File: config.mk
export PLATFORM = sky130hd
export DESIGN_NAME = bzg_seq
export DESIGN_NICKNAME = d
export VERILOG_FILES = /design/src/hw/rtl/bzg_pkg.sv /design/src/hw/rtl/bzg_seq.sv
export SDC_FILE = /design/constraint.sdc
export NUM_CORES = 1
export LEC_CHECK = 0
export BUFFER_PORTS_ARGS = -buffer_cell sky130_fd_sc_hd__buf_2
export CAP_MARGIN = 20
export CORE_AREA = 4 4 167 169
export CTS_CLUSTER_SIZE = 30
export DETAILED_ROUTE_END_ITERATION = 16
export DIE_AREA = 0 0 171 173
export GPL_TIMING_DRIVEN = 0
export PLACE_DENSITY = 0.68
export SETUP_SLACK_MARGIN = 0.3
export SLEW_MARGIN = 15
export SYNTH_ARGS = -nofsm -noshare
export SYNTH_HDL_FRONTEND = slang
export SYNTH_SLANG_ARGS = --single-unit
export TNS_END_PERCENT = 5
File: constraint.sdc
create_clock -name i_clk -period 8.7 [get_ports i_clk]
set_input_delay 0.87 -clock i_clk [delete_from_list [all_inputs] [get_ports i_clk]]
set_output_delay 0.87 -clock i_clk [all_outputs]
set_load 0.02 [all_outputs]
File: src/hw/rtl/bzg_pkg.sv
// ============================================================================
// bzg_pkg
// Shared constants and types for the cubic Bezier point generator: parameter
// step format, resolution register format and sequencer status.
// ============================================================================
package bzg_pkg;

    // default coordinate width (signed Q8.8 at 16 bits)
    localparam int unsigned CW_DEFAULT = 16;

    // resolution register
    localparam int unsigned RES_W     = 6;
    localparam logic [RES_W-1:0] RES_RESET = 6'd16;

    // curve parameter t: unsigned Q1.16, t = 1.0 is exact
    localparam int unsigned FRAC_W = 16;
    localparam int unsigned T_W    = FRAC_W + 1;
    localparam int unsigned T_ONE  = 65536;

    // sequencer status toward the datapath control
    typedef struct packed {
        logic busy;   // segment in progress, points still to issue
        logic vld;    // issue stage holds a point
        logic last;   // issued point is the one at t = 1
    } t_seq_stat;

endpackage

File: src/hw/rtl/bzg_seq.sv
// ============================================================================
// bzg_seq
// Point sequencer: latches one segment's control points and steps t from 0
// to 1 in res equal steps, one point per enabled cycle. t = floor(i*2^16/n)
// is built incrementally from a quotient/remainder step table.
// ============================================================================
module bzg_seq #(
    parameter int unsigned COORD_WIDTH = bzg_pkg::CW_DEFAULT
) (
    input  logic                                 i_clk,
    input  logic                                 i_rst_n,
    input  logic                                 i_en,
    input  logic                                 i_start,
    input  logic [bzg_pkg::RES_W-1:0]            i_res,
    input  logic signed [COORD_WIDTH-1:0]        i_x [4],
    input  logic signed [COORD_WIDTH-1:0]        i_y [4],
    output logic signed [COORD_WIDTH-1:0]        o_x [4],
    output logic signed [COORD_WIDTH-1:0]        o_y [4],
    output logic [bzg_pkg::T_W-1:0]              o_t,
    output bzg_pkg::t_seq_stat                   o_stat
);
    import bzg_pkg::*;

    localparam int unsigned TabN = 2**RES_W;

    logic [T_W-1:0]   w_tab_q [TabN];
    logic [RES_W-1:0] w_tab_r [TabN];

    logic [RES_W-1:0] w_n;
    logic [RES_W:0]   w_rem_sum;
    logic             w_wrap;
    logic [RES_W-1:0] n_rem;
    logic [T_W-1:0]   n_tacc;

    logic             r_busy;
    logic             r_v;
    logic             r_last;
    logic [RES_W-1:0] r_i;
    logic [RES_W-1:0] r_n;
    logic [T_W-1:0]   r_q;
    logic [RES_W-1:0] r_r;
    logic [T_W-1:0]   r_tacc;
    logic [RES_W-1:0] r_rem;
    logic [T_W-1:0]   r_t;
    logic signed [COORD_WIDTH-1:0] r_x [4];
    logic signed [COORD_WIDTH-1:0] r_y [4];

    // step table: 2^16 / n as quotient and remainder, worked out at elaboration
    for (genvar g = 0; g < TabN; g++) begin : g_tab
        localparam int unsigned Div = (g == 0) ? 1 : g;
        localparam int unsigned Q   = T_ONE / Div;
        localparam int unsigned R   = T_ONE % Div;
        assign w_tab_q[g] = T_W'(Q);
        assign w_tab_r[g] = RES_W'(R);
    end

    // a resolution of zero runs as one step
    assign w_n = (i_res == '0) ? RES_W'(1) : i_res;

    // next t: add quotient, carry one when the remainder wraps past n
    always_comb begin
        w_rem_sum = {1'b0, r_rem} + {1'b0, r_r};
        w_wrap    = (w_rem_sum >= {1'b0, r_n});
        n_rem     = w_wrap ? RES_W'(w_rem_sum - {1'b0, r_n}) : w_rem_sum[RES_W-1:0];
        n_tacc    = r_tacc + r_q + T_W'(w_wrap);
    end

    // control
    always_ff @(posedge i_clk) begin
        if (!i_rst_n) begin
            r_busy <= 1'b0;
            r_v    <= 1'b0;
            r_last <= 1'b0;
            r_i    <= '0;
            r_n    <= RES_W'(1);
            r_q    <= '0;
            r_r    <= '0;
            r_tacc <= '0;
            r_rem  <= '0;
        end else begin
            if (i_en) begin
                if (r_busy) begin
                    r_v    <= 1'b1;
                    r_last <= (r_i == r_n);
                    r_i    <= r_i + RES_W'(1);
                    r_tacc <= n_tacc;
                    r_rem  <= n_rem;
                    if (r_i == r_n) begin
                        r_busy <= 1'b0;
                    end
                end else begin
                    r_v <= 1'b0;
                end
            end
            if (i_start) begin
                r_busy <= 1'b1;
                r_i    <= '0;
                r_n    <= w_n;
                r_q    <= w_tab_q[w_n];
                r_r    <= w_tab_r[w_n];
                r_tacc <= '0;
                r_rem  <= '0;
            end
        end
    end

    // payload: issued t and the held control points
    always_ff @(posedge i_clk) begin
        if (i_en && r_busy) begin
            r_t <= r_tacc;
        end
        if (i_start) begin
            r_x <= i_x;
            r_y <= i_y;
        end
    end

    assign o_x         = r_x;
    assign o_y         = r_y;
    assign o_t         = r_t;
    assign o_stat.busy = r_busy;
    assign o_stat.vld  = r_v;
    assign o_stat.last = r_last;

endmodule

**Word level (Yosys, flattened, before mapping)**

Memories as Yosys holds them, arrays and structs flattened. A register that Yosys moved wholly into a read port is not among the register bits.
Index checks and enable logic that the tools add are counted.

- Flip-flop bits (word level): 183
- Memory bits (read-only): 1472
- Input bits: 138
- Output and inout bits: 148
- Word-level logic and storage cells: 41
- Memories kept: 2

Memory list:

| memory | depth | width | read ports | clocked after Yosys merged registers in | write ports | line | source |
|---|---|---|---|---|---|---|---|
| (name not given) | 64 | 17 | 1 | 1 | 0 | bzg_seq.sv:99 | `r_q <= w_tab_q[w_n];` |
| (name not given) | 64 | 6 | 1 | 1 | 0 | bzg_seq.sv:100 | `r_r <= w_tab_r[w_n];` |

- Add/sub/neg operators: 5
- Order comparisons: 1
- Equal/unequal tests: 1
- Mux-type cells: 7
- Bitwise logic cells: 2
- Reductions and logical operators: 7

Operator list:

| cell | number |
|---|---|
| $add A17 B1 Y17 | 1 |
| $add A17 B17 Y17 | 1 |
| $mux W6 | 2 |
| $add A6 B6 Y7 | 1 |
| $ge A7 B6 Y1 | 1 |
| $not A6 Y7 | 1 |
| $add A6 B1 Y6 const B | 1 |
| $eq A6 B6 Y1 | 1 |
| $logic_not A6 Y1 | 1 |
| $sub A6 B6 Y6 | 1 |
| $mux W1 | 5 |
| $logic_not A1 Y1 | 2 |
| $reduce_and A2 Y1 | 1 |
| $reduce_bool A2 Y1 | 1 |
| $reduce_or A2 Y1 | 1 |
| $logic_and A1 B1 Y1 | 1 |
| $not A1 Y1 | 1 |

**Logic depth before layout (Yosys ltp)**

- Depth after elaboration: 5
- Depth in mapped cells: 19
- Gate-level depth less buffers: 19

**Least setup slack after synthesis**

Ideal clock, no wire load.

- Kind: reg-to-reg
- Start: register r_r[0]
- End: register r_tacc[16]
- Setup time: 0.131 ns
- Data arrival time: 4.158 ns
- Slack: 4.411 ns
- Cell stages (with the launch flop): 20
- Period minus slack after synthesis: 4.289 ns
- Cells stage by stage: dfxtp_1 -> ha_1 -> inv_1 -> fa_1 -> xnor2_1 -> ha_1 -> o21a_1 -> o31a_1 -> o21ai_2 -> nand2b_2 -> a221oi_4 -> fa_1 -> fa_1 -> and2b_1 -> o31a_2 -> o21ai_2 -> a2111oi_0 -> o21a_1 -> o311ai_1 -> o41ai_1

- Longest elaborated chain between the ends: 3

Ends and longest elaborated chain:

| item | line | source |
|---|---|---|
| from (decl) | bzg_seq.sv:41 | `logic [RES_W-1:0] r_r;` |
| $add A6 B6 Y7 | bzg_seq.sv:62 | `w_rem_sum = {1'b0, r_rem} + {1'b0, r_r};` |
| $ge A7 B6 Y1 | bzg_seq.sv:63 | `w_wrap = (w_rem_sum >= {1'b0, r_n});` |
| $add A17 B1 Y17 | bzg_seq.sv:65 | `n_tacc = r_tacc + r_q + T_W'(w_wrap);` |
| to (signal assigned) | bzg_seq.sv:86 | `r_tacc <= n_tacc;` |
| to (decl) | bzg_seq.sv:42 | `logic [T_W-1:0] r_tacc;` |

No other way between the ends.
A chain may end at the register's enable or synchronous reset.

**Worst setup path in the final report**

- Start: register r_rem[0]
- End: register r_tacc[16]

- Longest elaborated chain between the ends: 3

Ends and longest elaborated chain:

| item | line | source |
|---|---|---|
| from (decl) | bzg_seq.sv:43 | `logic [RES_W-1:0] r_rem;` |
| from (signal assigned) | bzg_seq.sv:87 | `r_rem <= n_rem;` |
| $add A6 B6 Y7 | bzg_seq.sv:62 |  |
| $ge A7 B6 Y1 | bzg_seq.sv:63 |  |
| $add A17 B1 Y17 | bzg_seq.sv:65 |  |

No other way between the ends.

==> flow_summary.ini <==
[outcome]
status = complete, no violations

[timing]
hold_viol = 0
setup_viol = 0
fin_crit_ns = 4.96
tns_ns = 0
rsz0062_at_grt = false
worst_pin_slew_ns = 0.733
drv_slew = 0
slew_headroom_pct = 49.9
period_share_pct = 57.0
skew_ns = 0.00838
max_freq_ghz = 0.201

[floorplanning]
die_y_um = 173
io_pins = 286
chipWidth_um = 171
rows = 60
start_util_pct = 35.3
core_region_area_um2 = 26600
fp.dieArea_um2 = 29600

[yosys]
ys_ff_latch = 206
syn_inst = 840
syn_avg_cell_area_um2 = 11.2
synth-edff-count = 145
syn_area_um2 = 9380
synth_cell_types = 68
ys_warn_count = 0
syn-num-nets = 1020
ys_async_sr_fraction_pct = 0
synthFlopType = edfxtp_1
ys_seq_area_share_pct = 59.4

[detailed_routing]
antenna_left = 0
wl_per_cell_um = 21.9
via_per_inst = 5.32
vias = 8024
drtPass1Iterations = 5
dr.first_iter.drc_count = 802
drc_errors = 0
totalWireLength_um = 33100

[layout]
fin_util_pct = 44.9
nets = 1328
multi_input_area_um2 = 3490
syn_to_final_growth_pct = 27.0
regArea_um2 = 5580
stdcell_area_um2 = 11900
n_fill_cell = 2505
drive_gt1_share_pct = 29.8

[global_route]
globalRouteTotalUtil_pct = 21.0
grt_pass1_vias = 7857
antenna_found_initial = 6
grt_first_pass_wirelength_um = 48300
grt.overflow.total = 0
grt_max_degree = 92

[min_path]
min_path_cells = 2
worstHoldPathType = reg -> reg

[clock_tree]
cts-root-buf = clkbuf_16
h-tree-depth = 1
clock_latency_ns = 0.49
cts_num_sinks = 206
cts-buffers-inserted = 20
clk_pin_slew_worst_paths_ns = 0.07
cts_setup_buffers = 0
postCtsHoldBufs = 0
clk_path_buf_depth = 3
cts_tree = yes
post_cts_resized = 0

[critical_path]
worstSetupEndpointType = register
path_cells = ha_1, inv_1, fa_1, xnor2_1, ha_1, o21a_1, o31a_1, o21ai_2, nand2b_2, a221oi_4, fa_1, fa_1, and2b_1, o31a_2, o21ai_2, a2111oi_0, o21a_1, o311ai_1, o41ai_1
cp.depth = 19
cp_common_cell = fa_1
crit_buf_inv = 1
cp.arrival_ns = 5.32
reg2reg_depth = 19
start_kind = register
critPathRequiredTime_ns = 9.05
crit_slowest_cell = a221oi_4
path_class = reg -> reg
critPathMaxStageDelay_ns = 0.56
crit_family = compound AO/OA/AOI/OAI gates
worstPathMaxFanout = 8

[placed_design]
port_buffers = 285
dpl_cell_area_um2 = 11300
gp_congestion = 0.958
dp_hpwl_um = 25300

[power_and_ir_drop]
power_mw = 2.35
p_leak_nw = 4.87
p_per_area_nw_per_um2 = 197
ir_drop_uv = 93.7

[job]
drv_cap = 0
[cell usage after synthesis (all sizes together), types with 10 or more instances]
cell type / number / share of area (%)
nor2: 71 / 2.8
dfxtp: 61 / 13
inv: 28 / 1.1
edfxtp: 145 / 46
nand3: 19 / 1.0
xnor2: 17 / 1.6
a211oi: 16 / 1.3
o21ai: 56 / 3.1
clkbuf: 33 / 1.3
nor3: 16 / 0.85
nor2b: 10 / 0.75
a21oi: 79 / 4.2
nand2: 90 / 3.6
ha: 38 / 5.1
buf: 17 / 0.92
mux2i: 10 / 1.1
o211ai: 10 / 0.80
[final timing paths]
path,from,to,slack [ns]
worst max register to register,r_rem[0],r_tacc[16],3.74
worst min-delay path,r_last,r_last,0.46
worst min register to register,r_last,r_last,0.46
worst max-delay path,r_rem[0],r_tacc[16],3.74
[worst min-delay path: stages, from the launching register on]
cell	delay [ns]
dfxtp_1	0.31
nand2_1	0.05
a21oi_1	0.05
[layout by cell type (no fill, tap or decap), types with 6 or more instances in the layout]
cell type	instances
nor3_1	16
edfxtp_1	145
ha_1	38
o21a_1	7
inv_1	27
a211oi_1	16
nand2_1	90
nor2b_1	9
xnor2_1	17
o311ai_0	8
a31oi_1	9
mux2i_1	10
clkbuf_16	21
o211ai_1	10
dfxtp_1	61
nand2b_1	6
a21oi_1	79
xor2_1	8
a21o_1	8
nor2_1	71
o221ai_1	7
diode_2	6
o21ai_0	54
nand3_1	19
buf_2	293
clkbuf_1	33
[cell families after synthesis]
logic type | Yosys count | share of synthesized area (%)
AND/OR/NAND/NOR | 234 | 11.0
flip-flops | 206 | 59.4
XOR/XNOR | 25 | 2.33
buffers and inverters | 79 | 3.40
AO/OA/AOI/OAI | 243 | 16.7
multiplexers | 11 | 1.19
adder cells (fa/ha/maj) | 42 | 5.92
[routing by layer]
metal	part of all wire, %	up-vias	GRT usage, %
met5	0.057	-	0
met4	3.8	4	7.40
met3	9.8	78	5.60
met2	49	397	36.7
met1	37	3824	24.7
li1	-	3721	-
[per-stage QoR]
| step | setup slack (ns) | std cells | hold WS [ns] |
|---|---|---|---|
| floorplan | 4.41 | 840 | 0.423 |
| global placement | 3.82 | 1466 | 0.450 |
| detailed placement | 3.76 | 1467 | 0.455 |
| CTS | 3.74 | 1503 | 0.469 |
| global route | 3.41 | 1507 | 0.484 |
| finish | 3.74 | 1509 | 0.463 |
[area by class of cell]
class	count	share of cell area [%]
clock inverters	12	0.651
clock buffers	24	4.67
inverters	29	0.913
diodes	6	0.126
repair buffers	286	12.2
well taps	341	3.58
plain buffers	50	1.77
multi-input cells	555	29.3
flip-flops and latches	206	46.8
[registers in the layout (all words and copies together) (netlist names), 17 cells and up]
| signal | count |
|---|---|
| o_x | 64 |
| o_y | 64 |
| o_t | 17 |
| r_q | 17 |
| r_tacc | 17 |
[report_power, final]
part	switching (mW)	internal (mW)	leakage (nW)
clock network	0.364	0.462	0.312
registers	0.0221	1.12	1.90
logic	0.255	0.127	2.66
total	0.642	1.71	4.87
No activity file was read; power rests on OpenSTA's default activity.
